--- src/hdl/rau_pkg.sv ---
// Package: payload types, commands, status codes and sequencer states for the rational unit.
package rau_pkg;

   localparam int WORD_BITS = 32;
   localparam int WIDE_BITS = 2 * WORD_BITS;
   localparam int CNT_BITS  = $clog2(WIDE_BITS + 1);

   typedef enum logic [2:0] {
      CMD_ADD = 3'd0,
      CMD_SUB = 3'd1,
      CMD_MUL = 3'd2,
      CMD_DIV = 3'd3,
      CMD_GCD = 3'd4,
      CMD_LCM = 3'd5
   } command_type;

   localparam logic [1:0] ORD_LESS    = 2'd0;
   localparam logic [1:0] ORD_EQUAL   = 2'd1;
   localparam logic [1:0] ORD_GREATER = 2'd2;

   localparam logic [1:0] ST_OK   = 2'd0;
   localparam logic [1:0] ST_DIV0 = 2'd1;
   localparam logic [1:0] ST_OVF  = 2'd2;

   typedef struct packed {
      logic [2:0]  command;
      logic signed [31:0] a_num;
      logic [30:0] a_den;
      logic signed [31:0] b_num;
      logic [30:0] b_den;
   } req_type;

   typedef struct packed {
      logic signed [31:0] res_num;
      logic [30:0] res_den;
      logic [1:0]  order;
      logic [1:0]  status;
   } rsp_type;

   // Operations of the shared multiplier
   typedef enum logic [1:0] {
      MUL_OP_LX,
      MUL_OP_RX,
      MUL_OP_DEN,
      MUL_OP_NUM
   } mul_op_type;

   // Sequencer states
   typedef enum logic [4:0] {
      S_IDLE,
      S_MUL_LX,
      S_MUL_RX,
      S_MUL_DEN,
      S_MUL_NUM,
      S_SETUP,
      S_LCM_GCD,
      S_LCM_DIV,
      S_LCM_MUL,
      S_GCD,
      S_DIV_NUM,
      S_DIV_DEN,
      S_CHECK,
      S_OUT
   } state_type;

   // Control from the sequencer to the divider
   typedef struct packed {
      logic start;
      logic busy;
   } div_ctl_type;

endpackage

--- src/hdl/rau_mul.sv ---
// Registered 33x33 signed multiplier shared by the four products of the multiply steps.
module rau_mul (
   input  logic                                 clock,
   input  logic signed [rau_pkg::WORD_BITS:0]   op_a,
   input  logic signed [rau_pkg::WORD_BITS:0]   op_b,
   output logic signed [rau_pkg::WIDE_BITS+1:0] product
);
   import rau_pkg::*;

   logic signed [WIDE_BITS+1:0] prod_ff;

   // Register each product
   always_ff @(posedge clock) begin
      prod_ff <= op_a * op_b;
   end

   assign product = prod_ff;

endmodule

--- config.mk ---
export PLATFORM = sky130hd
export DESIGN_NAME = rau_mul
export DESIGN_NICKNAME = d
export VERILOG_FILES = /design/src/hdl/rau_pkg.sv /design/src/hdl/rau_mul.sv
export SDC_FILE = /design/constraint.sdc
export NUM_CORES = 2
export LEC_CHECK = 0
export BUFFER_PORTS_ARGS = -buffer_cell sky130_fd_sc_hd__buf_2
export CORE_MARGIN = 5
export CORE_UTILIZATION = 55
export CTS_BUF_LIST = sky130_fd_sc_hd__clkbuf_8
export DETAILED_ROUTE_END_ITERATION = 7
export PLACE_DENSITY = 0.72
export SYNTH_ARGS = -nofsm -noshare
export SYNTH_HDL_FRONTEND = slang
export SYNTH_SLANG_ARGS = --single-unit
--- constraint.sdc ---
create_clock -name clock -period 22 [get_ports clock]
set_clock_uncertainty 0.05 [all_clocks]
set_input_delay 0 -clock clock [delete_from_list [all_inputs] [get_ports clock]]
set_output_delay 0 -clock clock [all_outputs]
set_load 0.005 [all_outputs]
==> flow_metrics.env <==
export IMPL_synth_edf_count=0
export IMPL_setup_tns_ns=0
export IMPL_rsz0062_at_grt="no"
export IMPL_slew_headroom=0.2669
export IMPL_crit_fanout=33
export IMPL_fill_cells=6481
export IMPL_globalRoute_totalOverflow=0
export IMPL_drive_above_1_share=0.04606
export IMPL_grt_max_degree=34
export IMPL_muxShareOfSynthArea=0
export IMPL_cts_inserted_buffers=9
export IMPL_grt_pass1_vias=32400
export IMPL_yosys_area_share_simple=0.1578
export IMPL_synth_warnings=0
export IMPL_final_area_sq_mm=0.04209
export IMPL_dr_pass1_iters=6
export IMPL_setup_viol=0
export IMPL_cp_arrival_ns=8.17
export IMPL_crit_type="input pin to register"
export IMPL_clock_sinks=66
export IMPL_cp_common_cell="fa_1"
export IMPL_fp_coreArea_sq_mm=0.07321
export IMPL_synthAdderAreaFrac=0.6294
export IMPL_routabilityCongestion=0.9230
export IMPL_antenna_found_initial=7
export IMPL_avgSynthCellArea_sq_um=9.390
export IMPL_status="finished, final reports clean"
export IMPL_hold_viol=0
export IMPL_nets=5701
export IMPL_grt_util_met1=0.3277
export IMPL_vias_per_cell=5.478
export IMPL_cts_tree="yes"
export IMPL_via_count=28700
export IMPL_dr_first_iter_drc_count=1673
export IMPL_cts_setup_buffers=0
export IMPL_die_w_um=282.1
export IMPL_synth_area_sq_mm=0.04073
export IMPL_synth_fp_nets=5767
export IMPL_die_h_um=282.1
export IMPL_top_usage_layer="met2"
export IMPL_synthXorXnorAreaFrac=0.01462
export IMPL_layout_commonest_cell="fa_1"
export IMPL_grt_pass1_wl_mm=172.9
export IMPL_std_cell_rows=99
export IMPL_slew_violations=0
export IMPL_endpoint_kind="register"
export IMPL_crit_required_ns=22.28
export IMPL_slowest_delay_ns=1.24
export IMPL_ys_ff_latch=66
export IMPL_cts_hold_buf=0
export IMPL_worst_slew_pin_slew_ns=1.098
export IMPL_drv_cap=0
export IMPL_synth_compound_area_frac=0.04067
export IMPL_crit_path_top_delay_cell="fa_1"
export IMPL_antenna_left=0
export IMPL_crit_chain="buf_2, nand2_1, fa_1, fa_1, fa_1, inv_1, fa_1, fa_1, fa_1, fa_1, inv_1, fa_1, inv_1, ha_1, and3_1, nand3_1, nand2b_1, a2111oi_4, a211oi_4, a21o_2, a21o_1, a211oi_2"
export IMPL_post_drt_wl_per_cell_um=20.16
export IMPL_io_buffers=132
export IMPL_finalWorstSetupSlack_ns=14.11
export IMPL_synthArstFlopShare=0
export IMPL_clkTransAtPathRegs_ns=0.10
export IMPL_root_buffer="clkbuf_8"
export IMPL_die_area_sq_mm=0.07961
export IMPL_start_util=0.5564
export IMPL_final_cell_mix="1145 x fa_1, 1131 x inv_1, 562 x and2_1"
export IMPL_syn_to_final_growth_pct=3.330
export IMPL_cts_resized=0
export IMPL_drc=0
export IMPL_holdCritPathClass="input pin to register"
export IMPL_placed_cell_area_sq_mm=0.04183
export IMPL_dp_slack_ns=13.71
export IMPL_synthCells=4338
export IMPL_post_dp_hpwl_mm=87.30
export IMPL_wl_mm=105.6
export IMPL_gr_usage_met3=0.03178
export IMPL_min_period_ns=7.892
export IMPL_synth_cell_types=80
export IMPL_io_pins=133
export IMPL_grt_total_usage=0.2801
export IMPL_fmax_mhz=126.7
export IMPL_largest_reg_flops=66
export IMPL_fin_crit_sh=0.3587
export IMPL_cts_max_level=3
export IMPL_ys_flop_type="dfxtp_1"
export IMPL_grtUsageMet2=0.5026
export IMPL_synth_top_family_by_area="adder cells"
export IMPL_clock_path_buffers=2
export IMPL_seq_area_frac_synth=0.03244
export IMPL_startpoint_type="input pin"
==> Yosys cell counts (12+ instances only) <==
| cell | n | area [sq um] |
|---|---|---|
| inv_1 | 1131 | 4245 |
| o21ai_0 | 25 | 125.1 |
| nand2_1 | 551 | 2068 |
| and2_1 | 562 | 3516 |
| clkbuf_1 | 208 | 780.8 |
| fa_1 | 1145 | 22920 |
| ha_1 | 217 | 2715 |
| nand2b_1 | 12 | 75.07 |
| dfxtp_1 | 66 | 1321 |
| nor2_1 | 68 | 255.2 |
| nand3_1 | 25 | 125.1 |
| xnor2_1 | 43 | 376.6 |
| a21oi_1 | 57 | 285.3 |
| xor2_1 | 25 | 219.0 |
| a21o_1 | 36 | 270.3 |
==> worst paths after layout <==
check	start	end	slack [ns]	depth (start not counted)
min	op_b[0]	product[0]$_DFF_P_	0.09	2
max	op_b[9]	product[62]$_DFF_P_	14.11	22
==> cell type report <==
type                            count  area (sq um)  share of cell area
Tap cell                          959          1200             0.02851
Clock buffer                        9         123.9            0.002943
Sequential cell                    66          1321             0.03139
Clock inverter                      7         125.1            0.002973
Multi-Input combinational cell   2920         34320              0.8153
Timing Repair Buffer              144         750.7             0.01784
Antenna cell                        3         7.507           0.0001784
Inverter                         1131          4245              0.1009
==> stage by stage <==
stage | instances | hold slack [ns] | utilization
floorplan | 4338 | 0.07729 | -
global placement | 5220 | 0.3269 | 0.5715
detailed placement | 5220 | 0.3277 | 0.5715
CTS | 5236 | 0.04324 | 0.5749
global route | 5239 | 0.09007 | 0.5750
finish | 5239 | 0.09258 | 0.5750
==> layer usage <==
layer | part of all wire | up-vias
met4 | 0.070 | 2
met3 | 0.051 | 351
met2 | 0.53 | 1052
met5 | 0.00012 | -
met1 | 0.35 | 15110
li1 | - | 12190
==> worst max-delay path: cells and delay by family <==
family	cells	cell delay (ns)
buffers and inverters	4	0.86
AOI/OAI and AO/OA	5	1.01
and+or+nand+nor	4	0.82
adders and majority gates	9	5.45
==> cells by family after synthesis <==
| group | after synthesis |
|---|---|
| adders and majority gates | 1362 |
| buffers and inverters | 1352 |
| and+or+nand+nor | 1271 |
| AOI/OAI and AO/OA | 219 |
| xor gates and xnor gates | 68 |
| DFF | 66 |
Power is left out: the tool's default activity adds up to more than one toggle a clock period on the data nets, which glitch-free logic cannot reach.
