--- src/hdl/rau_pkg.sv ---
// Package: payload types, commands, status codes and sequencer states for the rational unit.
package rau_pkg;

   localparam int WORD_BITS = 32;
   localparam int WIDE_BITS = 2 * WORD_BITS;
   localparam int CNT_BITS  = $clog2(WIDE_BITS + 1);

   typedef enum logic [2:0] {
      CMD_ADD = 3'd0,
      CMD_SUB = 3'd1,
      CMD_MUL = 3'd2,
      CMD_DIV = 3'd3,
      CMD_GCD = 3'd4,
      CMD_LCM = 3'd5
   } command_type;

   localparam logic [1:0] ORD_LESS    = 2'd0;
   localparam logic [1:0] ORD_EQUAL   = 2'd1;
   localparam logic [1:0] ORD_GREATER = 2'd2;

   localparam logic [1:0] ST_OK   = 2'd0;
   localparam logic [1:0] ST_DIV0 = 2'd1;
   localparam logic [1:0] ST_OVF  = 2'd2;

   typedef struct packed {
      logic [2:0]  command;
      logic signed [31:0] a_num;
      logic [30:0] a_den;
      logic signed [31:0] b_num;
      logic [30:0] b_den;
   } req_type;

   typedef struct packed {
      logic signed [31:0] res_num;
      logic [30:0] res_den;
      logic [1:0]  order;
      logic [1:0]  status;
   } rsp_type;

   // Operations of the shared multiplier
   typedef enum logic [1:0] {
      MUL_OP_LX,
      MUL_OP_RX,
      MUL_OP_DEN,
      MUL_OP_NUM
   } mul_op_type;

   // Sequencer states
   typedef enum logic [4:0] {
      S_IDLE,
      S_MUL_LX,
      S_MUL_RX,
      S_MUL_DEN,
      S_MUL_NUM,
      S_SETUP,
      S_LCM_GCD,
      S_LCM_DIV,
      S_LCM_MUL,
      S_GCD,
      S_DIV_NUM,
      S_DIV_DEN,
      S_CHECK,
      S_OUT
   } state_type;

   // Control from the sequencer to the divider
   typedef struct packed {
      logic start;
      logic busy;
   } div_ctl_type;

endpackage

--- src/hdl/rau_gcd.sv ---
// Binary gcd of two 64-bit magnitudes, one subtract or shift step per cycle.
module rau_gcd (
   input  logic                          clock,
   input  logic                          reset,
   input  logic                          start,
   input  logic [rau_pkg::WIDE_BITS-1:0] x_in,
   input  logic [rau_pkg::WIDE_BITS-1:0] y_in,
   output logic                          done,
   output logic [rau_pkg::WIDE_BITS-1:0] result
);
   import rau_pkg::*;

   logic [WIDE_BITS-1:0] x_ff, x_in_nx, y_ff, y_in_nx;
   logic [CNT_BITS-1:0]  k_ff, k_in;
   logic                 busy_ff, busy_in, done_ff, done_in;
   logic [WIDE_BITS-1:0] res_ff, res_in;

   // Step: strip common twos, then odd-odd subtract
   always_comb begin
      x_in_nx = x_ff;
      y_in_nx = y_ff;
      k_in    = k_ff;
      busy_in = busy_ff;
      done_in = 1'b0;
      res_in  = res_ff;
      if (start) begin
         x_in_nx = x_in;
         y_in_nx = y_in;
         k_in    = '0;
         busy_in = 1'b1;
      end else if (busy_ff) begin
         if (x_ff == '0) begin
            res_in  = y_ff << k_ff;
            busy_in = 1'b0;
            done_in = 1'b1;
         end else if (y_ff == '0) begin
            res_in  = x_ff << k_ff;
            busy_in = 1'b0;
            done_in = 1'b1;
         end else if (!x_ff[0] && !y_ff[0]) begin
            x_in_nx = x_ff >> 1;
            y_in_nx = y_ff >> 1;
            k_in    = k_ff + 1'b1;
         end else if (!x_ff[0]) begin
            x_in_nx = x_ff >> 1;
         end else if (!y_ff[0]) begin
            y_in_nx = y_ff >> 1;
         end else if (x_ff >= y_ff) begin
            x_in_nx = (x_ff - y_ff) >> 1;
         end else begin
            y_in_nx = (y_ff - x_ff) >> 1;
         end
      end
   end

   always_ff @(posedge clock) begin
      if (reset) begin
         busy_ff <= 1'b0;
         done_ff <= 1'b0;
      end else begin
         busy_ff <= busy_in;
         done_ff <= done_in;
      end
      x_ff   <= x_in_nx;
      y_ff   <= y_in_nx;
      k_ff   <= k_in;
      res_ff <= res_in;
   end

   assign done   = done_ff;
   assign result = res_ff;

   property p_no_done_busy;
      @(posedge clock) disable iff (reset) done_ff |-> !busy_ff;
   endproperty
   a_no_done_busy: assert property (p_no_done_busy) else $error("gcd done while busy");

   property p_start_busy;
      @(posedge clock) disable iff (reset) start |=> busy_ff;
   endproperty
   a_start_busy: assert property (p_start_busy) else $error("gcd not busy after start");

   property p_done_after_busy;
      @(posedge clock) disable iff (reset) done_ff |-> $past(busy_ff);
   endproperty
   a_done_after_busy: assert property (p_done_after_busy) else $error("gcd done from idle");

endmodule

--- config.mk ---
export PLATFORM = sky130hd
export DESIGN_NAME = rau_gcd
export DESIGN_NICKNAME = d
export VERILOG_FILES = /design/src/hdl/rau_pkg.sv /design/src/hdl/rau_gcd.sv
export SDC_FILE = /design/constraint.sdc
export NUM_CORES = 1
export LEC_CHECK = 0
export CAP_MARGIN = 20
export CORE_MARGIN = 8
export CORE_UTILIZATION = 40
export CTS_CLUSTER_SIZE = 20
export DETAILED_ROUTE_END_ITERATION = 16
export DONT_BUFFER_PORTS = 1
export PLACE_DENSITY = 0.54
export SLEW_MARGIN = 20
export SYNTH_ARGS = -nofsm -noshare
export SYNTH_HDL_FRONTEND = slang
export SYNTH_SLANG_ARGS = --single-unit
--- constraint.sdc ---
create_clock -name clock -period 6.85 [get_ports clock]
set_input_delay 0.3425 -clock clock [delete_from_list [all_inputs] [get_ports clock]]
set_output_delay 0.3425 -clock clock [all_outputs]
set_load 0.03 [all_outputs]
==> summary.txt, run 1 <==
Outcome
  – Outcome: finished clean

Synth
  – Share of the yosys chip area belonging to registers: 0.290
  – Number of flops mapped to enable cells by yosys: 192
  – Number of distinct library cell variants in the gate-level netlist after synthesis: 82
  – Syn Nets: approximately 2700
  – Post-Synthesis Cells: 2485
  – Register bit total from synthesis: 201
  – Share of synthesized area spent on multiplexers: 0.0966
  – Compound-gate portion of the synthesized area: 0.279
  – Synth Area per Inst: between 8 and 9 um2
  – Simple-gate share of the synthesized area: 0.125
  – Largest family of logic cells by synthesized area: compound AO/OA/AOI/OAI gates
  – Area of the mapped netlist: 20500 um2
  – Share of synthesized flip-flops with an asynchronous set or reset: 0
  – Xor/xnor share of the synthesized area: 0.0538
  – Number of warnings reported in the yosys synthesis log: 0
  – Adder and majority cell fraction of the synthesized area: 0.0813
  – Commonest register cell after synthesis: edfxtp_1

Global route
  – Via count of the first global-routing pass: 19300
  – Total routing usage reported by global routing: 0.287
  – Wire length of the first global-routing pass: 131 mm
  – Number of antenna violations at the first check in global routing: 4
  – Maximum number of pins on one net before global-route repair: 241
  – Overflow after GRT: 0

CTS
  – Clock insertion delay at the later pin of the skew report: 0.58 ns
  – Number of sinks on the clock net: about 200
  – Post-CTS Setup Repair Bufs: 0
  – Buffers from clock root to sink, at most: 3
  – Root buf cell: clkbuf_16
  – Hold_buf cts: 40
  – TritonCTS Buffers: 27
  – Number of H-tree levels: 1
  – Clock transition at the registers of the reported paths: around 0.060 ns
  – TritonCTS clock tree: yes
  – Post-cts repair resize count: 0

Critical path
  – CP bufs+invs: 2
  – CP Launch Type: flop
  – Dominant delay contributor by cell family on the critical path: compound AO/OA/AOI/OAI gates
  – Worst reg2reg endpoint: x_ff[22]$_DFFE_PP_
  – Worst path cell trace: inv_1 > ha_1 > fa_1 > nand2b_1 > a21oi_1 > o21ai_2 > o41ai_2 > o2111a_1 > o21bai_1 > a21oi_4 > nor2_1 > o21ai_0 > a21o_2 > buf_12
  – Levels on crit path: 14
  – FF-to-FF path depth: 14
  – Crit Path Class: flop to flop
  – Critical path destination: x_ff[22]$_DFFE_PP_
  – Endpoint required time on the critical path: approximately 7.1 ns
  – Worst Setup End Kind: flop
  – Worst Setup SP: x_ff[0]$_DFFE_PP_
  – Worst-case register-to-register setup slack: 1.84 ns
  – Beginning of the worst register-to-register path: x_ff[0]$_DFFE_PP_
  – Crit path max fanout: 35
  – Critical-path top delay cell: a21o_2
  – Data arrival time of the critical path: ~5.2 ns
  – Largest stage delay on the critical path: 0.85 ns

Drt
  – TritonRoute pass-1 iters: 6
  – Drt via density: 6.43
  – Vias after detailed routing: 20000
  – Remaining antenna violation count after routing: 0
  – Starting DRC count in detailed routing: 2437
  – Post-route DRC: 0
  – DRT Wirelength: 89.1 mm
  – Routed len/inst: 28.7 um

Timing
  – Period utilization: 0.731
  – Total negative setup slack: 0 ns
  – Maximum clock skew at final layout: 0.0326 ns
  – Number of max-slew violations in the final report: 0
  – Max-Slew Margin vs Limit: 0.251
  – Final hold slack: 0.0203 ns
  – Achievable Freq: 200 MHz
  – Number of endpoints with negative hold slack in the final report: 0
  – Setup repair after global routing missed its margin: no
  – Clock period minus final worst setup slack: 5.01 ns
  – Endpoints failing setup: 0
  – Worst Tran Pin Value: 1.12 ns

Floorplan
  – Core Rows: 83
  – Die height: 242 um
  – Number of primary I/O pins: 196
  – Core area: between 50000 and 60000 um2
  – X dimension of the die: 242 um
  – Area of the die: 58800 um2
  – Effective utilization at floorplan: 0.402

Pwr
  – Power Density: 321 nW/um2
  – Leak: 9.17 nW
  – Power, Total: 7.14 mW
  – Worst vdd rail ir drop: about 0.22 mV

Layout
  – Proportion of layout cells with a drive suffix above 1: 0.0507
  – Leading cell type in the layout, fill and taps excluded: a21oi_1
  – Total number of nets in the final design: 2669
  – Signed area change from the synthesized netlist to the final layout: 8.47%
  – Post-route design area: 22200 um2
  – Most frequent cells in the layout: a21oi_1 (350), inv_1 (221), nand2_1 (199), edfxtp_1 (192), mux2i_1 (172)

Place
  – Routability congestion estimate from global placement: 1.01
  – Detailed placer's ending HPWL: between 60 and 70 mm
  – Placement-stage cell area: approximately 21000 um2
  – Number of buffers added on ports: 0

Hold path
  – Type of the most critical hold path: input port to flop

Run
  – Max-Cap Viols: 0
cell usage after synthesis (41+ instances only):
cell type	number	area [um2]
a221oi_1	55	482
ha_1	130	1630
edfxtp_1	192	5770
inv_1	222	833
xor2_1	41	359
o21bai_1	50	375
a21oi_1	350	1750
nor2_1	128	480
clkbuf_1	129	484
nor3_1	63	315
mux2i_1	172	1720
a21o_1	56	420
nand2_1	199	747
xnor2_1	85	744
o21ai_0	143	716
through the flow:
step	util	std cells	setup WS [ns]
2_1_floorplan	-	2485	1.01
5_1_grt	0.436	3104	1.60
3_3_place_gp	0.410	3017	1.83
3_5_place_dp	0.410	3017	1.98
6_report	0.436	3107	1.84
4_1_cts	0.436	3104	1.95
power breakdown:
part | switching, mW | total (mW) | internal, mW
Clock | 0.579 | 1.50 | 0.917
Combinational | 2.47 | 3.78 | 1.32
Sequential | 0.296 | 1.86 | 1.57
registers in the layout, summed over array words and instances (netlist names):
name / cells
x_ff: 64
busy_ff: 1
y_ff: 64
k_ff: 7
result: 64
done: 1
cells by family (layout without fill, tap and decap cells):
family,Yosys count,after routing
adder cells (fa/ha/maj),132,132
AND/OR/NAND/NOR,554,554
AO/OA/AOI/OAI,891,891
buffers and inverters,393,332
other,0,3
flip-flops,201,201
XOR/XNOR,126,126
multiplexers,188,188
worst reg2reg max path, cell delays in order (launching register included):
cell and delay, ns:
edfxtp_1 0.54, inv_1 0.15, ha_1 0.25, fa_1 0.41
nand2b_1 0.20, a21oi_1 0.23, o21ai_2 0.14, o41ai_2 0.36
o2111a_1 0.31, o21bai_1 0.22, a21oi_4 0.37, nor2_1 0.07
o21ai_0 0.15, a21o_2 0.85, buf_12 0.33
cell type report:
| type | count | area (um2) |
|---|---|---|
| clock inverter | 14 | 201 |
| clock buffer | 33 | 708 |
| multi-input combinational | 1891 | 13100 |
| fill | 5140 | 28700 |
| timing repair buffer | 60 | 586 |
| sequential | 201 | 5950 |
| inverter | 225 | 845 |
| tap | 680 | 851 |
| antenna | 3 | 7.51 |
metal layers:
layer | track usage | vias to the layer above | wire (um)
met5 | 0 | - | 26
met4 | 0.0968 | 4 | 3340
met3 | 0.0515 | 155 | 7120
met2 | 0.461 | 1029 | 40300
met1 | 0.386 | 9788 | 38300
li1 | - | 9004 | -
how the worst min path moves through the flow:
stage / start / end / slack [ns] / cells after the start
6_report: start / x_ff[44]$_DFFE_PP_ / 0.02 / 2
5_1_grt: y_in[50] / y_ff[50]$_DFFE_PP_ / 0.02 / 2
4_1_cts: start / y_ff[39]$_DFFE_PP_ / 0.0008 / 1
3_5_place_dp: reset / done$_SDFF_PP0_ / 0.42 / 1
3_3_place_gp: reset / done$_SDFF_PP0_ / 0.42 / 1
2_1_floorplan: reset / busy_ff$_SDFF_PP0_ / 0.41 / 1
No activity file was read; power rests on OpenSTA's default activity.
==> run 2, diff against run 1 <==
- clock period: 6.85 -> 4.4 ns (I/O delays scaled with it)
==> summary.txt, run 2 (same netlist as run 1, synthesis figures left out) <==
Pwr
  – Power Density: 486 nW/um2 (+51%)
  – Worst vdd rail ir drop: 0.374 mV (+73%)
  – Leak: 10.1 nW (+10%)

CTS
  – Number of sinks on the clock net: 201 (unchanged)
  – Clock insertion delay at the later pin of the skew report: 0.58 ns (about the same)
  – Post-cts repair resize count: 0 (unchanged)
  – Clock transition at the registers of the reported paths: 0.07 ns (about the same)
  – Hold_buf cts: 130 (+230%)
  – Post-CTS Setup Repair Bufs: 0 (unchanged)
  – Buffers from clock root to sink, at most: 3 (unchanged)
  – Number of H-tree levels: 1 (unchanged)
  – TritonCTS Buffers: 27 (unchanged)
  – Root buf cell: clkbuf_16
  – TritonCTS clock tree: yes

Layout
  – Area taken by multi-input logic gates: 13100 um2 (-0.14%)
  – Total number of nets in the final design: 2872 (+7.6%)
  – Most frequent cells in the layout: a21oi_1 (350), inv_1 (221), nand2_1 (199), edfxtp_1 (192), mux2i_1 (172)
  – Final cell count without fillers: 3308 (+6.5%)
  – Proportion of layout cells with a drive suffix above 1: 0.0891 (+0.0383)
  – # fillers: 5072 (-1.3%)
  – Signed area change from the synthesized netlist to the final layout: 17.3%
  – Util after Layout: 0.472 (+0.0357)
  – Sequential cell area in the final layout: 5950 um2 (unchanged)
  – Post-route design area: 24100 um2 (+8.2%)
  – Leading cell type in the layout, fill and taps excluded: a21oi_1

Floorplan
  – Area of the die: 58800 um2 (unchanged)
  – Die height: 242 um (unchanged)
  – X dimension of the die: 242 um (unchanged)
  – Number of primary I/O pins: 196 (unchanged)
  – Core area: 51000 um2 (unchanged)
  – Core Rows: 83 (unchanged)
  – Effective utilization at floorplan: 0.402 (unchanged)

Timing
  – Endpoints failing setup: 0 (unchanged)
  – Maximum clock skew at final layout: 0.0196 ns (-0.0130 ns)
  – Number of max-slew violations in the final report: 0 (unchanged)
  – Period utilization: 0.947 (+0.216)
  – Number of endpoints with negative hold slack in the final report: 0 (unchanged)
  – Setup repair after global routing missed its margin: no
  – Max-Slew Margin vs Limit: 0.277 (+0.0267)
  – Achievable Freq: 240 MHz (+20%)
  – Total negative setup slack: 0 ns (unchanged)
  – Final hold slack: 0.0308 ns (+0.0105 ns)
  – Clock period minus final worst setup slack: 4.17 ns (-0.840 ns)
  – Worst Tran Pin Value: 1.08 ns (-0.0315 ns)

Global route
  – Number of antenna violations at the first check in global routing: 2 (-2)
  – Maximum number of pins on one net before global-route repair: 228 (-5.4%)
  – Via count of the first global-routing pass: 20600 (+6.7%)
  – Total routing usage reported by global routing: 0.307 (+0.0200)
  – Overflow after GRT: 0 (unchanged)
  – Wire length of the first global-routing pass: 138 mm (+5.7%)

Critical path
  – Worst reg2reg endpoint: y_ff[57]$_DFFE_PP_
  – Critical path destination: y_ff[57]$_DFFE_PP_
  – Worst Setup SP: x_ff[0]$_DFFE_PP_
  – FF-to-FF path depth: 15 (+1)
  – Worst Setup End Kind: flop
  – Worst-case register-to-register setup slack: 0.23 ns (-1.61 ns)
  – Endpoint required time on the critical path: 4.67 ns (-2.41 ns)
  – CP Launch Type: flop
  – Critical-path top delay cell: fa_1
  – Beginning of the worst register-to-register path: x_ff[0]$_DFFE_PP_
  – Worst path cell trace: inv_1 > ha_1 > fa_1 > nand2b_1 > a21oi_1 > o21ai_2 > o41ai_2 > o2111a_1 > o21bai_1 > a21oi_2 > buf_12 > nor2_2 > buf_12 > a221oi_1 > a21oi_1
  – Crit Path Class: flop to flop
  – Crit path max fanout: 32 (-8.6%)
  – Data arrival time of the critical path: 4.44 ns (-0.80 ns)
  – Largest stage delay on the critical path: 0.43 ns (-0.42 ns)

Hold path
  – Type of the most critical hold path: input port to flop

Place
  – Detailed placer's ending HPWL: 72.8 mm (+6.1%)
  – Routability congestion estimate from global placement: 0.993 (-1.5%)
  – Number of buffers added on ports: 0 (unchanged)
  – Number of placed cells counting well taps: 3130 (+3.7%)
  – Placement-stage cell area: 21800 um2 (+4.4%)

Drt
  – Routed len/inst: 28.6 um (-0.13%)
  – Vias after detailed routing: 20800 (+4.1%)
  – DRT Wirelength: 94.8 mm (+6.3%)
  – Remaining antenna violation count after routing: 0 (unchanged)
  – Post-route DRC: 0 (unchanged)
  – TritonRoute pass-1 iters: 5 (-1)
  – Drt via density: 6.29 (-2.2%)
  – Starting DRC count in detailed routing: 2394 (-1.8%)

Run
  – Max-Cap Viols: 0 (unchanged)

Outcome
  – Outcome: finished clean
run 2: routing by layer:
metal	vias to the layer above	GRT usage	wire length [um]
li1	9418	-	-
met2	1019	0.494	42900
met4	2	0.116	4030
met5	-	0	17
met1	10200	0.408	40500
met3	165	0.0537	7350
run 2: power by group:
| part | internal (mW) | switching [mW] | total (mW) |
|---|---|---|---|
| Combinational | 2.39 | 4.14 | 6.52 |
| Clock | 1.41 | 0.926 | 2.34 |
| Sequential | 2.44 | 0.386 | 2.82 |
run 2: layout make-up:
cell class / instances / area share
multi-input combinational: 1891 / 0.543
sequential: 201 / 0.247
timing repair buffer: 263 / 0.101
tap: 680 / 0.0354
inverter: 225 / 0.0351
clock buffer: 32 / 0.0289
clock inverter: 15 / 0.00853
antenna: 1 / 0.000104
run 2: how the worst min path moves through the flow:
stage / from / endpoint / slack (ns) / cells past startpoint
finish: start / x_ff[51]$_DFFE_PP_ / 0.03 / 3
CTS: start / x_ff[51]$_DFFE_PP_ / 0.003 / 3
global route: x_in[31] / x_ff[31]$_DFFE_PP_ / 0.01 / 2
floorplan: reset / busy_ff$_SDFF_PP0_ / 0.29 / 1
global placement: reset / busy_ff$_SDFF_PP0_ / 0.30 / 1
detailed placement: reset / done$_SDFF_PP0_ / 0.30 / 1
run 2: stage by stage:
stage | total power [mW] | setup WS (ns)
2_1_floorplan | 6.72 | 0.216
3_3_place_gp | 9.15 | 0.313
3_5_place_dp | 9.07 | 0.313
4_1_cts | 11.6 | 0.288
5_1_grt | 12.2 | 0.0143
6_report | 11.7 | 0.235
run 2: worst max-delay path: cells and delay by family, from the launching register on:
family / cells / cell delay [ns]
flops: 1 / 0.35
simple gates: 2 / 0.29
fa+ha+maj: 2 / 0.66
compound gates: 8 / 2.00
buf+inv: 3 / 0.55
