**config.mk**
```make
export PLATFORM = sky130hd
export DESIGN_NAME = rau_div
export DESIGN_NICKNAME = d
export VERILOG_FILES = /design/src/hdl/rau_pkg.sv /design/src/hdl/rau_div.sv
export SDC_FILE = /design/constraint.sdc
export NUM_CORES = 1
export LEC_CHECK = 0
export BUFFER_PORTS_ARGS = -buffer_cell sky130_fd_sc_hd__buf_2
export CAP_MARGIN = 25
export CORE_ASPECT_RATIO = 0.7
export CORE_MARGIN = 2
export CORE_UTILIZATION = 64
export CTS_BUF_LIST = sky130_fd_sc_hd__clkbuf_4
export CTS_CLUSTER_DIAMETER = 50
export DETAILED_ROUTE_END_ITERATION = 8
export PLACE_DENSITY = 0.94
export SLEW_MARGIN = 15
export SYNTH_ARGS = -nofsm -noshare
export SYNTH_HDL_FRONTEND = slang
export SYNTH_SLANG_ARGS = --single-unit
```
**constraint.sdc**
```tcl
create_clock -name clock -period 8.2 [get_ports clock]
set_clock_uncertainty 0.1 [all_clocks]
set_input_delay 1.64 -clock clock [delete_from_list [all_inputs] [get_ports clock]]
set_output_delay 1.64 -clock clock [all_outputs]
set_load 0.02 [all_outputs]
```
**src/hdl/rau_pkg.sv**
```systemverilog
// Package: payload types, commands, status codes and sequencer states for the rational unit.
package rau_pkg;

   localparam int WORD_BITS = 32;
   localparam int WIDE_BITS = 2 * WORD_BITS;
   localparam int CNT_BITS  = $clog2(WIDE_BITS + 1);

   typedef enum logic [2:0] {
      CMD_ADD = 3'd0,
      CMD_SUB = 3'd1,
      CMD_MUL = 3'd2,
      CMD_DIV = 3'd3,
      CMD_GCD = 3'd4,
      CMD_LCM = 3'd5
   } command_type;

   localparam logic [1:0] ORD_LESS    = 2'd0;
   localparam logic [1:0] ORD_EQUAL   = 2'd1;
   localparam logic [1:0] ORD_GREATER = 2'd2;

   localparam logic [1:0] ST_OK   = 2'd0;
   localparam logic [1:0] ST_DIV0 = 2'd1;
   localparam logic [1:0] ST_OVF  = 2'd2;

   typedef struct packed {
      logic [2:0]  command;
      logic signed [31:0] a_num;
      logic [30:0] a_den;
      logic signed [31:0] b_num;
      logic [30:0] b_den;
   } req_type;

   typedef struct packed {
      logic signed [31:0] res_num;
      logic [30:0] res_den;
      logic [1:0]  order;
      logic [1:0]  status;
   } rsp_type;

   // Operations of the shared multiplier
   typedef enum logic [1:0] {
      MUL_OP_LX,
      MUL_OP_RX,
      MUL_OP_DEN,
      MUL_OP_NUM
   } mul_op_type;

   // Sequencer states
   typedef enum logic [4:0] {
      S_IDLE,
      S_MUL_LX,
      S_MUL_RX,
      S_MUL_DEN,
      S_MUL_NUM,
      S_SETUP,
      S_LCM_GCD,
      S_LCM_DIV,
      S_LCM_MUL,
      S_GCD,
      S_DIV_NUM,
      S_DIV_DEN,
      S_CHECK,
      S_OUT
   } state_type;

   // Control from the sequencer to the divider
   typedef struct packed {
      logic start;
      logic busy;
   } div_ctl_type;

endpackage

```
**src/hdl/rau_div.sv**
```systemverilog
// Restoring divider for 64-bit unsigned values, one quotient bit per cycle.
module rau_div (
   input  logic                          clock,
   input  logic                          reset,
   input  logic                          start,
   input  logic [rau_pkg::WIDE_BITS-1:0] dividend,
   input  logic [rau_pkg::WIDE_BITS-1:0] divisor,
   output logic                          done,
   output logic [rau_pkg::WIDE_BITS-1:0] quotient
);
   import rau_pkg::*;

   logic [WIDE_BITS-1:0] q_ff, q_in, d_ff, d_in;
   logic [WIDE_BITS:0]   r_ff, r_in, r_sh;
   logic [CNT_BITS-1:0]  n_ff, n_in;
   logic                 busy_ff, busy_in, done_ff, done_in;

   // Shift in one dividend bit and try the subtract
   always_comb begin
      q_in    = q_ff;
      d_in    = d_ff;
      r_in    = r_ff;
      n_in    = n_ff;
      busy_in = busy_ff;
      done_in = 1'b0;
      r_sh    = {r_ff[WIDE_BITS-1:0], q_ff[WIDE_BITS-1]};
      if (start) begin
         q_in    = dividend;
         d_in    = divisor;
         r_in    = '0;
         n_in    = CNT_BITS'(WIDE_BITS);
         busy_in = 1'b1;
      end else if (busy_ff) begin
         if (r_sh >= {1'b0, d_ff}) begin
            r_in = r_sh - {1'b0, d_ff};
            q_in = {q_ff[WIDE_BITS-2:0], 1'b1};
         end else begin
            r_in = r_sh;
            q_in = {q_ff[WIDE_BITS-2:0], 1'b0};
         end
         n_in = n_ff - 1'b1;
         if (n_ff == CNT_BITS'(1)) begin
            busy_in = 1'b0;
            done_in = 1'b1;
         end
      end
   end

   always_ff @(posedge clock) begin
      if (reset) begin
         busy_ff <= 1'b0;
         done_ff <= 1'b0;
      end else begin
         busy_ff <= busy_in;
         done_ff <= done_in;
      end
      q_ff <= q_in;
      d_ff <= d_in;
      r_ff <= r_in;
      n_ff <= n_in;
   end

   assign done     = done_ff;
   assign quotient = q_ff;

   property p_cnt_nonzero;
      @(posedge clock) disable iff (reset) busy_ff |-> n_ff != '0;
   endproperty
   a_cnt_nonzero: assert property (p_cnt_nonzero) else $error("div count ran out");

   property p_done_idle;
      @(posedge clock) disable iff (reset) done_ff |-> !busy_ff;
   endproperty
   a_done_idle: assert property (p_done_idle) else $error("div done while busy");

   property p_rem_bound;
      @(posedge clock) disable iff (reset) busy_ff && !$past(start) |-> r_ff < {1'b0, d_ff};
   endproperty
   a_rem_bound: assert property (p_rem_bound) else $error("div remainder out of range");

endmodule

```
==> results.toml, run 1 <==
[run]
cap_violations = 0

[global_routing]
grt_pass1_vias = 9987
antenna_found_initial = 3
overflow = 0
grt_pass1_wl_um = 49100
track_usage = 0.303
grt_max_degree = 111

[floorplan]
chipHeight_um = 119
num_rows = 41
dieWidth_um = 168
start_util = 0.662
die_area_um2 = 20000
ioPinCount = 196
core_area_um2 = 18200

[status]
status = "finished clean"

[critical_path]
worstPathArrival_ns = 4.51
crit_fanout = 30
reg2reg_from = "r_ff[15]"
critPathKind = "reg -> reg"
r2r_slack_ns = 4.11
critPathRequiredTime_ns = 8.63
reg2reg_to = "r_ff[52]"
worstSetupStartpointType = "register"
end_kind = "register"
reg2regPathDepth = 12

[worst_hold_path]
worstHoldPathCells = 2
min_path_type = "reg -> reg"
min-delay-start = "r_ff[34]"
hold_path_end = "r_ff[34]"

[timing]
fmax_mhz = 245
fin_crit_sh = 0.499
rsz0062_at_grt = "false"
slew_headroom = 0.367
fin_crit_ns = 4.09
slew_violations = 0
hold_violations = 0
tightest_slew_ns = 0.949
setup_viol = 0
setup_ws_ns = 4.11
setup-tns-final_ns = 0

[place]
portBuffers = 195
dp_hpwl_um = 21800
pre_cts_slack_ns = 4.10
gp_congestion = 0.927

[logic_synthesis]
yosysSeqAreaShare = 0.440
synth_edf_count = 128
synth.area.top_cells = "edfxtp_1, dfxtp_1, ha_1"
ys_ff_latch = 201
netlist.area_leader.share = 0.319
yosysUniqueCellTypes = 76
syn_nets = 1433
synthArstFlopShare = 0
synth_area_leader_cell = "edfxtp_1"
syn_area_um2 = 12000
ys.flop_type = "edfxtp_1"
yosysWarnings = 0
postSynthAreaPerCell_um2 = 9.76
syn_inst = 1235

[routing]
wl_um = 30900
antenna_left = 0
via_count = 10400
viasPerCell = 6.12
dr.pass1.iters = 7
routedWlPerCell_um = 18.2
drtIter0Drc = 1242
drc = 0

[power]
peakVddDrop_v = 0.000147
power_density_nw_per_um2 = 203
leakagePower_nw = 5.90

[clock_tree]
cts_max_level = 2
cts_resized = 0
numCtsBuffers = 49
cts.sinks = 201
clock_latency_ns = 0.66
clockRootBuffer = "clkbuf_4"
cts_tree = "built"
cts_setup_buffers = 0
postCtsHoldBufs = 0
clockBufferDepth = 3
path_clk_slew_ns = 0.07

[finish]
layout-drive-gt1-share = 0.253
final_nets = 1616
num-fill-cells = 1287
syn2layout_area_growth_pct = 14.1
==> routing by layer <==
layer | part of all wire | vias to the layer above | wire [µm] | GRT usage
met2 | 0.45 | 531 | 13900 | 0.471
met4 | 0.020 | 2 | 610 | 0.0870
met3 | 0.099 | 72 | 3070 | 0.0670
met1 | 0.43 | 4864 | 13300 | 0.429
li1 | - | 4905 | - | -
met5 | 0.00042 | - | 13 | 0
==> where the power goes <==
group | total (mW) | switching [mW] | internal (mW)
combinational | 0.728 | 0.443 | 0.285
clock | 0.818 | 0.415 | 0.404
sequential | 1.24 | 0.0601 | 1.18
==> synth_stat cells (4+ instances only) <==
cell type,count
dfxtp_1,73
clkbuf_1,51
mux2_2,66
o211ai_1,5
o21ai_0,47
a31o_2,4
nor2_1,110
and3_1,11
a311oi_1,6
a21oi_1,120
ha_1,66
buf_1,7
a211oi_1,45
nor2b_1,12
or3_1,6
o21a_1,6
nand2_1,77
a21boi_0,5
nor3_1,21
buf_2,8
inv_1,90
nand3_1,18
o31ai_1,4
nand4_1,25
xnor2_1,37
mux2i_1,23
xor2_1,20
o21bai_1,15
nor4_1,7
o21ai_1,5
edfxtp_1,128
a31oi_1,5
a21o_1,32
nand2b_1,10
==> worst max path at each step <==
| stage | from | end | slack (ns) | cells past startpoint |
|---|---|---|---|---|
| 3_3_place_gp | start | quotient[11] | 4.15 | 3 |
| 2_1_floorplan | start | quotient[0] | 4.15 | 4 |
| 4_1_cts | d_ff[16] | r_ff[12] | 4.28 | 13 |
| 3_5_place_dp | start | quotient[13] | 4.10 | 3 |
| 5_1_grt | d_ff[16] | r_ff[52] | 3.87 | 13 |
| 6_report | r_ff[15] | r_ff[52] | 4.11 | 12 |
==> registers in the layout, indices dropped and copies added, names as in the netlist <==
signal	flops
done	1
busy_ff	1
r_ff	64
quotient	64
n_ff	7
d_ff	64
==> cells in the final DEF (no fill, tap or decap), types with 7 or more instances in the layout <==
cell	count
mux2i_1	23
a21oi_1	120
edfxtp_1	128
xor2_1	20
nor4_1	7
and3_1	11
mux2_2	66
a21o_1	32
o21ai_0	47
dfxtp_1	72
inv_1	89
a211oi_1	45
nor2_1	110
nor3_1	21
clkinv_1	13
nand3_1	18
ha_1	66
nor2b_1	12
nand2_1	77
clkbuf_4	71
buf_2	194
nand2b_1	10
nand4_1	25
xnor2_1	37
o21bai_1	15
==> layout make-up <==
type	count	area, µm²	share of cell area
antenna	2	5.00	0.000364
clock buffer	71	533	0.0388
clock inverter	19	88.8	0.00646
inverter	90	338	0.0246
multi-input combinational	875	6110	0.445
sequential	201	5310	0.386
tap	236	295	0.0215
timing repair buffer	201	1060	0.0771
==> cells by family (layout without fill, tap and decap cells) <==
kind of cell,count (synthesis),count (layout),synth area share
DFF,201,201,0.440
other,0,2,0
AOI/OAI and AO/OA,342,342,0.189
muxes,89,89,0.0808
and+or+nand+nor,320,320,0.126
buffers and inverters,159,381,0.0522
xor gates and xnor gates,57,57,0.0414
adders and majority gates,67,67,0.0702
==> per-stage QoR <==
| step | util | hold slack [ns] | total power [mW] | std cells | area (µm²) |
|---|---|---|---|---|---|
| final | 0.755 | 0.402 | 2.78 | 1695 | 13700 |
| after CTS | 0.752 | 0.403 | 2.78 | 1691 | 13700 |
| after floorplan | - | 0.351 | 1.77 | 1235 | 12000 |
| after global routing | 0.755 | 0.427 | 2.93 | 1695 | 13700 |
| after detailed placement | 0.718 | 0.398 | 1.96 | 1601 | 13100 |
| after global placement | 0.718 | 0.374 | 1.93 | 1601 | 13100 |
==> worst max-delay path: stages, from the launching register on <==
cell and delay [ns]:
dfxtp_1 0.35, ha_1 0.42, nand2_1 0.14, nor2_1 0.19, nand2_1 0.11, nor4_1 0.65
nand3_1 0.17, o211ai_1 0.22, or2_1 0.44, buf_4 0.52, nand2_1 0.25, a31o_2 0.28
o311ai_0 0.09
Note: power is estimated with default switching activity, not from simulation.
==> inputs of run 2 (changes only) <==
Settings changed: CORE_UTILIZATION 64 to 59, PLACE_DENSITY 0.94 to 0.88.
Clock period 8.2 ns to 4.2 ns, I/O delays scaled along.
==> run 2 against run 1 <==
Effect of this change:
- die area up 8.2%
- highest routed layer is now met4
- sequential power increased by 94%
- final cell count up 2.2%
- routed wire length shrank 3.5%
- design area increased by 0.81%
- setup slack got worse by 3.5 ns
==> results.toml, run 2 (synthesis results as in run 1) <==
[timing]
rsz0062_at_grt = "false"
setup_viol = 0
fin_crit_ns = 3.60
fmax_mhz = 278
slew_violations = 0
hold_violations = 0
slew_headroom = 0.418
fin_crit_sh = 0.858
setup-tns-final_ns = 0
tightest_slew_ns = 0.870

[worst_hold_path]
min_path_type = "in -> reg"
worstHoldPathCells = 1
min-delay-start = "divisor[22]"
hold_path_end = "d_ff[22]"

[critical_path]
critPathKind = "reg -> reg"
critPathRequiredTime_ns = 4.63
worst_path_largest_cell_delay_ns = 0.50
r2r_slack_ns = 0.60
worstSetupStartpointType = "register"
end_kind = "register"
slowest_stage = "a211oi_1"
worst-path-buf-inv = 2
reg2regPathDepth = 13
reg2reg_to = "r_ff[40]"
worstPathArrival_ns = 4.03
cp_cell_sequence = "inv_1 > ha_1 > a21oi_1 > o21ai_0 > a211o_1 > o22ai_1 > o31ai_2 > buf_4 > a211oi_1 > o21ai_1 > a21oi_1 > xnor2_1 > a211o_1"
critical_path.top_delay_family = "compound AO/OA/AOI/OAI gates"
reg2reg_from = "d_ff[9]"
crit_fanout = 6

[finish]
final_cell_mix = "buf_2, edfxtp_1, a21oi_1"
layout-drive-gt1-share = 0.259
mostFrequentLayoutCell = "buf_2"
final_nets = 1621
num-fill-cells = 1559
syn2layout_area_growth_pct = 15.0
finish.utilization = 0.696

[power]
leakagePower_nw = 5.95
power_frac_seq = 0.436
clkPwrFrac = 0.304
p_sw_mw = 1.76
internal_power_mw = 3.74
pwr-share-comb = 0.260
power_density_nw_per_um2 = 397
swShare = 0.320
peakVddDrop_v = 0.000291

[clock_tree]
cts.sinks = 201
cts_setup_buffers = 0
cts_resized = 0
numCtsBuffers = 47
clock_latency_ns = 0.67
cts_max_level = 2
path_clk_slew_ns = 0.07
clockBufferDepth = 3
postCtsHoldBufs = 0
clockRootBuffer = "clkbuf_4"
cts_tree = "built"

[global_routing]
grt_max_degree = 108
antenna_found_initial = 2
grt_pass1_wl_um = 47500
track_usage = 0.271
grt_pass1_vias = 9549
overflow = 0

[floorplan]
dieWidth_um = 175
die_area_um2 = 21600
chipHeight_um = 124
ioPinCount = 196
num_rows = 43
core_area_um2 = 19900
start_util = 0.605

[routing]
drtIter0Drc = 1066
viasPerCell = 5.88
dr.pass1.iters = 5
antenna_left = 0
drc = 0
routedWlPerCell_um = 17.2
wl_um = 29800
via_count = 10200

[place]
dp_hpwl_um = 21500
portBuffers = 195
gp_congestion = 0.962

[status]
status = "finished clean"

[run]
cap_violations = 0
[run 2: worst max path at each step]
stage,cells after the start,slack [ns],end,start
2_1_floorplan,13,0.88,r_ff[52],quotient[63]
3_3_place_gp,13,0.81,r_ff[40],d_ff[9]
3_5_place_dp,13,0.73,r_ff[40],d_ff[9]
4_1_cts,13,0.68,r_ff[40],d_ff[9]
5_1_grt,13,0.31,r_ff[40],d_ff[9]
6_report,13,0.60,r_ff[40],d_ff[9]
[run 2: stage by stage]
step	instances	setup WS [ns]	hold slack (ns)	cell area (µm²)	power, mW
after floorplan	1235	0.879	0.351	12000	3.45
after global routing	1732	0.311	0.197	13900	5.79
final	1732	0.598	0.239	13900	5.50
after detailed placement	1643	0.729	0.377	13200	3.83
after CTS	1730	0.678	0.208	13800	5.52
after global placement	1643	0.806	0.368	13200	3.79
[run 2: layout make-up]
class	instances	area, µm²	area share
multi-input cells	875	6110	0.441
well taps	270	338	0.0244
diodes	1	2.50	0.000181
inverters	90	338	0.0244
clock buffers	75	563	0.0406
clock inverters	12	77.6	0.00560
flip-flops and latches	201	5310	0.383
repair buffers	208	1110	0.0803
[run 2: power by group through the flow]
stage | Clock (mW) | Combinational [mW] | Sequential [mW]
2_1_floorplan | 0 | 0.947 | 2.50
3_3_place_gp | 0 | 1.37 | 2.43
3_5_place_dp | 0 | 1.39 | 2.44
4_1_cts | 1.71 | 1.40 | 2.40
5_1_grt | 1.81 | 1.57 | 2.42
6_report | 1.67 | 1.43 | 2.40
[run 2: metal layers]
metal / vias up / wire [µm] / track usage
met5: - / 0 / 0
met4: 0 / 509 / 0.0771
met3: 46 / 2770 / 0.0627
met2: 440 / 13000 / 0.398
met1: 4788 / 13500 / 0.399
li1: 4902 / - / -
==> inputs of run 3 (changes only) <==
Settings changed: BUFFER_PORTS_ARGS -buffer_cell sky130_fd_sc_hd__buf_2 to -buffer_cell sky130_fd_sc_hd__clkbuf_2, CORE_ASPECT_RATIO 0.7 to not set.
==> run 3 against run 2 <==
Effect of this change:
- power grew 0.63%
- final cell count increased by 0.58%
- critical path depth unchanged
- clock-buffer cell count is 1 lower
- routed wire length up 5.2%
- critical endpoint is now r_ff[7]
- largest cell class unchanged
- highest routed layer unchanged
==> results.toml, run 3 (synthesis results as in run 1) <==
[clock_tree]
numCtsBuffers = 51
cts_max_level = 2
clock_latency_ns = 0.69
path_clk_slew_ns = 0.07
cts.sinks = 201
cts_tree = "built"
clockRootBuffer = "clkbuf_4"
cts_setup_buffers = 0
postCtsHoldBufs = 0
clockBufferDepth = 3
cts_resized = 0

[global_routing]
track_usage = 0.287
antenna_found_initial = 3
grt_pass1_vias = 10300
grt_pass1_wl_um = 50400
overflow = 0
grt_max_degree = 93

[critical_path]
worstSetupStartpointType = "register"
worstPathArrival_ns = 4.01
reg2regPathDepth = 13
reg2reg_from = "d_ff[4]"
cp_cell_sequence = "inv_1 > ha_1 > a21o_1 > a31oi_1 > a211oi_2 > o311a_4 > o2111ai_4 > a21oi_2 > nor2_4 > buf_4 > nor2_1 > a21oi_1 > a211oi_1"
critPathKind = "reg -> reg"
crit_fanout = 27
critPathRequiredTime_ns = 4.59
reg2reg_to = "r_ff[7]"
r2r_slack_ns = 0.59
worst_path_largest_cell_delay_ns = 0.50
slowest_stage = "nor2_4"
end_kind = "register"

[routing]
routedWlPerCell_um = 18.0
via_count = 10200
dr_wl_met3_um = 2310
dr.pass1.iters = 5
antenna_left = 0
wl_um = 31300
viasPerCell = 5.88
wl_met2_um = 15100
drtIter0Drc = 714
drc = 0
wl_met1_um = 12900
dr.max_layer_used = "met4"

[timing]
rsz0062_at_grt = "false"
setup_viol = 0
tightest_slew_ns = 0.976
fin_crit_ns = 3.61
fin_crit_sh = 0.860
slew_violations = 0
hold_violations = 0
slew_headroom = 0.350
fmax_mhz = 277
setup-tns-final_ns = 0

[worst_hold_path]
min_path_type = "in -> reg"
worstHoldPathCells = 1
min-delay-start = "divisor[15]"
hold_path_end = "d_ff[15]"

[run]
cap_violations = 0

[place]
gp_congestion = 0.939
portBuffers = 195
dp_hpwl_um = 22800
dp_cells = 1646

[floorplan]
die_area_um2 = 21600
start_util = 0.597
num_rows = 52
core_area_um2 = 20200
ioPinCount = 196
chipHeight_um = 147
dieWidth_um = 147

[power]
internal_power_mw = 3.74
p_sw_mw = 1.79
power_frac_seq = 0.436
peakVddDrop_v = 0.000332
pwr-share-comb = 0.257
power_density_nw_per_um2 = 399
leakagePower_nw = 6.00
clkPwrFrac = 0.307
swShare = 0.324

[finish]
mostFrequentLayoutCell = "clkbuf_2"
multi_input_area_um2 = 6110
instances_no_fill = 1742
finish.utilization = 0.688
layout-drive-gt1-share = 0.260
num-fill-cells = 1541
final_nets = 1627
final_cell_mix = "clkbuf_2, edfxtp_1, a21oi_1"
regArea_um2 = 5310
syn2layout_area_growth_pct = 15.2

[status]
status = "finished clean"
## run 3: layer usage
metal  global-route usage  up-vias
li1                     -     4935
met5                    0        -
met3               0.0693       72
met4                0.121        0
met2                0.489      422
met1                0.350     4818
## run 3: critical path, delay by kind of cell, from the launching register on
kind                       cells  cell delay [ns]
and+or+nand+nor                2             0.58
adders and majority gates      1             0.35
AOI/OAI and AO/OA              8             1.60
DFF                            1             0.32
buffers and inverters          2             0.42
## run 3: stage by stage
stage	hold WS [ns]	setup slack (ns)	instance area, µm²	total power, mW
after floorplan	0.351	0.879	12000	3.45
after global placement	0.362	0.762	13200	3.80
after detailed placement	0.373	0.652	13200	3.84
after CTS	0.185	0.626	13900	5.56
after global routing	0.173	0.281	13900	5.83
final	0.220	0.587	13900	5.54
## run 3: cell type report
| cell class | instances | share of cell area |
|---|---|---|
| Inverter | 90 | 0.0243 |
| Antenna cell | 3 | 0.000541 |
| Multi-Input combinational cell | 875 | 0.441 |
| Clock buffer | 74 | 0.0400 |
| Timing Repair Buffer | 210 | 0.0798 |
| Sequential cell | 201 | 0.382 |
| Tap cell | 270 | 0.0243 |
| Clock inverter | 19 | 0.00802 |
## run 3: power by group through the flow
stage               combinational, mW  clock (mW)  sequential (mW)
floorplan                       0.947           0             2.50
global placement                 1.36           0             2.44
detailed placement               1.39           0             2.45
CTS                              1.40        1.74             2.41
global route                     1.55        1.84             2.43
finish                           1.42        1.70             2.41
## run 3: worst max-delay path by stage
stage	endpoint	from	cells after the start	slack (ns)
after global routing	r_ff[11]	d_ff[48]	12	0.28
after CTS	r_ff[35]	d_ff[9]	13	0.63
final	r_ff[7]	d_ff[4]	13	0.59
after detailed placement	r_ff[8]	d_ff[9]	13	0.65
after floorplan	r_ff[52]	quotient[63]	13	0.88
after global placement	r_ff[18]	d_ff[9]	13	0.76
